File: config.mk
export PLATFORM = sky130hd
export DESIGN_NAME = hba_ctrl
export DESIGN_NICKNAME = d
export VERILOG_FILES = /design/src/design/hba_pkg.sv /design/src/design/hba_ctrl.sv
export SDC_FILE = /design/constraint.sdc
export NUM_CORES = 1
export LEC_CHECK = 0
export ABC_AREA = 1
export CORE_UTILIZATION = 55
export CTS_BUF_LIST = sky130_fd_sc_hd__clkbuf_8
export CTS_CLUSTER_DIAMETER = 200
export CTS_CLUSTER_SIZE = 12
export DETAILED_ROUTE_END_ITERATION = 7
export DONT_BUFFER_PORTS = 1
export GPL_ROUTABILITY_DRIVEN = 0
export HOLD_SLACK_MARGIN = 0.06
export MAX_ROUTING_LAYER = met4
export PLACE_DENSITY = 0.7
export SYNTH_ARGS = -nofsm -noshare
export SYNTH_HDL_FRONTEND = slang
export SYNTH_SLANG_ARGS = --single-unit
File: constraint.sdc
create_clock -name clock -period 3.46 [get_ports clock]
set_input_delay 0.346 -clock clock [delete_from_list [all_inputs] [get_ports clock]]
set_output_delay 0.346 -clock clock [all_outputs]
set_load 0.005 [all_outputs]
File: src/design/hba_pkg.sv
// shared types and constants for the hierarchical bitmap id allocator
// operation codes, controller command and datapath status structs
// no dependencies
package hba_pkg;

   localparam int LEVELS_DEF    = 3;
   localparam int WORD_BITS_DEF = 64;
   localparam int ID_W          = 18;
   localparam int OP_W          = 2;
   localparam int LVL_W         = 3;

   typedef enum logic [OP_W-1:0] {
      OP_ALLOC_ANY = 2'd0,
      OP_ALLOC_ID  = 2'd1,
      OP_FREE      = 2'd2,
      OP_QUERY     = 2'd3
   } op_type;

   // controller to datapath
   typedef struct packed {
      logic             load;
      logic             clr_step;
      logic             rd_en;
      logic             cap;
      logic             wr_en;
      logic             rsp_load;
      logic             rsp_ok;
      logic [LVL_W-1:0] lvl;
   } cmd_type;

   // datapath to controller
   typedef struct packed {
      op_type op;
      logic   in_range;
      logic   word_zero;
      logic   leaf_free;
      logic   prop;
      logic   clr_done;
      logic   rsp_free;
   } stat_type;

endpackage

File: src/design/hba_ctrl.sv
// controller: clearing pass, read walk down the tree, write walk up, response
// depends on hba_pkg
module hba_ctrl #(
   parameter int LEVELS = hba_pkg::LEVELS_DEF
) (
   input  logic              clock,
   input  logic              reset,
   input  logic              req_valid,
   output logic              req_ready,
   input  hba_pkg::stat_type stat,
   output hba_pkg::cmd_type  cmd
);
   import hba_pkg::*;

   localparam logic [LVL_W-1:0] LAST_LVL = LVL_W'(LEVELS - 1);

   typedef enum logic [5:0] {
      S_CLEAR = 6'b000001,
      S_IDLE  = 6'b000010,
      S_RD    = 6'b000100,
      S_CAP   = 6'b001000,
      S_WR    = 6'b010000,
      S_RSP   = 6'b100000
   } state_type;

   state_type        state_ff, state_in;
   logic [LVL_W-1:0] lvl_ff, lvl_in;
   logic             ok_ff, ok_in;

   always_ff @(posedge clock) begin
      if (reset) begin
         state_ff <= S_CLEAR;
         lvl_ff   <= '0;
         ok_ff    <= 1'b0;
      end else begin
         state_ff <= state_in;
         lvl_ff   <= lvl_in;
         ok_ff    <= ok_in;
      end
   end

   assign req_ready = (state_ff == S_IDLE);

   // next state and commands
   always_comb begin
      state_in     = state_ff;
      lvl_in       = lvl_ff;
      ok_in        = ok_ff;
      cmd          = '0;
      cmd.lvl      = lvl_ff;
      cmd.rsp_ok   = ok_ff;
      case (state_ff)
         S_CLEAR: begin
            cmd.clr_step = 1'b1;
            if (stat.clr_done) begin
               state_in = S_IDLE;
            end
         end
         S_IDLE: begin
            if (req_valid) begin
               cmd.load = 1'b1;
               lvl_in   = '0;
               ok_in    = 1'b0;
               state_in = S_RD;
            end
         end
         S_RD: begin
            if (stat.op != OP_ALLOC_ANY && !stat.in_range) begin
               state_in = S_RSP;
            end else begin
               cmd.rd_en = 1'b1;
               state_in  = S_CAP;
            end
         end
         S_CAP: begin
            cmd.cap = 1'b1;
            if (stat.op == OP_ALLOC_ANY && lvl_ff == '0 && stat.word_zero) begin
               state_in = S_RSP;
            end else if (lvl_ff == LAST_LVL) begin
               case (stat.op)
                  OP_ALLOC_ANY: begin
                     ok_in    = 1'b1;
                     state_in = S_WR;
                  end
                  OP_ALLOC_ID: begin
                     ok_in    = stat.leaf_free;
                     state_in = stat.leaf_free ? S_WR : S_RSP;
                  end
                  OP_FREE: begin
                     ok_in    = !stat.leaf_free;
                     state_in = stat.leaf_free ? S_RSP : S_WR;
                  end
                  default: begin
                     ok_in    = !stat.leaf_free;
                     state_in = S_RSP;
                  end
               endcase
            end else begin
               lvl_in   = lvl_ff + 1'b1;
               state_in = S_RD;
            end
         end
         S_WR: begin
            cmd.wr_en = 1'b1;
            if (stat.prop && lvl_ff != '0) begin
               lvl_in = lvl_ff - 1'b1;
            end else begin
               state_in = S_RSP;
            end
         end
         S_RSP: begin
            if (stat.rsp_free) begin
               cmd.rsp_load = 1'b1;
               state_in     = S_IDLE;
            end
         end
         default: begin
            state_in = S_IDLE;
         end
      endcase
   end

endmodule

==> flow_summary.ini <==
[timing]
skew_ns = 0.00198
finalHoldViolations = 0
max_slew_margin = 0.789
rsz0062_at_grt = false
setup_ws_ns = 1.65
fmax_mhz = 552
worst_pin_slew_ns = 0.313
finalSetupViolCount = 0
finalCritPeriodShare = 0.523
fin_crit_ns = 1.81
fin_setup_tns_ns = 0
slew_viol_final = 0

[clocking]
root_buffer = clkbuf_8
cts_resized = 0
cts_made_buffers = 3
cts_tree = yes
clk_pin_slew_worst_paths_ns = 0.05
cts_htree_levels = 1
cts.sinks = 10
cts_hold_buf = 0
cts_buffer_depth = 2
postCtsSetupBuffers = 0
clock_latency_ns = 0.24

[finish]
drive_above_1_share = 0.197
fillCellCount = 146
n_antenna_cell = 0
final_cells = 147
layout.nets = 145
final_common_cell = nand2_1
area_growth_pct = 6.82
design_area_um2 = 882
layout_common_cells = 28 x nand2_1, 24 x nor2_1, 19 x inv_1, 10 x dfxtp_1

[worst_setup_path]
end_kind = register
cp.required_ns = 3.59
crit_path_top_delay_cell = fa_1
crit_chain = nor2_4 > nand3_2 > fa_1 > xor2_1 > nor2_1 > a21oi_1 > nand2_1 > nand2_1 > nor2_1
critPathKind = register to register
path_buf_inv = 0
startpoint_type = register
max_stage_delay_ns = 0.42
critPathTopFamily = simple AND/OR/NAND/NOR gates
cp_max_fo = 7
worstPathArrival_ns = 1.94

[place]
placed_cells = 143
place_ws_ns = 1.67
portBuffers = 0
placed_cell_area_um2 = 827
dp_hpwl_mm = 1.34

[routing]
viasPerCell = 5.23
drt_iter0_markers = 19
firstDrtPassIters = 4
ant_nets = 0
drcViolationCount = 0
totalWireLength_mm = 1.61
wl_per_cell_um = 10.9
via_count = 769

[floorplan]
die-area_um2 = 1660
fp.dieW_um = 40.8
start_util = 0.612
io_pins = 22
core_um2 = 1350
die_y_um = 40.8
placementRows = 13

[synth]
syn-cell-area_um2 = 826
syn_inst = 130
syn_nets = 142
yosysSeqAreaShare = 0.242
yosysWarnings = 0
avgSynthCellArea_um2 = 6.35
ys_types = 24
ys_ff_latch = 10

[global_routing]
grt_pass1_vias = 624
grt.total_usage = 0.245
antenna_found_initial = 0
gr-total-overflow = 0
grt_max_degree = 10
grt_pass1_wl_mm = 2.55

[worst_hold_path]
holdCritPathClass = input port to register

[run]
maxCapViolCount = 0

[pwr]
power.total_w = 0.000332
cellLeakagePower_nw = 0.434
power_density_nw_per_um2 = 377
ir_worst_vdd_mv = 0.269

[status]
status = completed
==> registers in the layout (all words and copies together) (netlist names) <==
| name | flops |
|---|---|
| state_ff | 6 |
| ok_ff | 1 |
| lvl_ff | 3 |
==> synth_stat cells (all sizes together) <==
library cell	instances	share of area
nor2	34	0.22
nand2	33	0.18
inv	21	0.095
dfxtp	10	0.24
nand3	9	0.079
nand4	5	0.038
o21ai	4	0.024
a21oi	3	0.018
nor3	2	0.012
o21bai	2	0.018
a31oi	1	0.0076
and3	1	0.0091
buf	1	0.0091
clkdlybuf4s18	1	0.012
fa	1	0.024
nor4	1	0.0076
xor2	1	0.011
==> report_power, final <==
part | internal (W) | leakage [nW] | total (W) | switching, W
Clock | 0.000100 | 0.0288 | 0.000148 | 0.0000474
Sequential | 0.000121 | 0.0816 | 0.000128 | 0.00000745
Combinational | 0.0000194 | 0.323 | 0.0000564 | 0.0000370
Total | 0.000240 | 0.434 | 0.000332 | 0.0000919
==> final cells by class <==
type | count | area [um2] | share of cell area
clock buffers | 4 | 55.1 | 0.0624
inverters | 21 | 78.8 | 0.0894
multi-input cells | 97 | 529 | 0.600
flip-flops and latches | 10 | 200 | 0.227
well taps | 15 | 18.8 | 0.0213
==> worst paths after layout <==
kind         slack [ns]  cells after the start           to         from
max                1.65                      9    lvl_ff[2]  state_ff[1]
min                0.17                      1  state_ff[5]        reset
max reg2reg        1.65                      9    lvl_ff[2]  state_ff[1]
min reg2reg        0.49                      2        ok_ff        ok_ff
==> per-stage QoR <==
step | hold WS [ns] | util
after floorplan | 0.455 | -
after global placement | 0.417 | 0.613
after detailed placement | 0.418 | 0.613
after CTS | 0.164 | 0.653
after global routing | 0.163 | 0.653
final | 0.170 | 0.653
==> cell families (layout without fill, tap and decap cells) <==
kind of cell | count (synthesis) | in the layout | share of synthesized area
AO/OA/AOI/OAI | 10 | 10 | 0.0682
XOR/XNOR | 1 | 1 | 0.0106
adder cells (fa/ha/maj) | 1 | 1 | 0.0242
buffers and inverters | 23 | 25 | 0.117
flip-flops | 10 | 10 | 0.242
AND/OR/NAND/NOR | 85 | 85 | 0.538
==> metal layers <==
metal  vias up  part of all wire  track usage
met5         -                 0            -
met4         0             0.025        0.125
met3         5             0.057       0.0707
met2        25              0.41        0.349
met1       328              0.50        0.311
li1        411                 -            -
(Power assumes the default switching activity.)
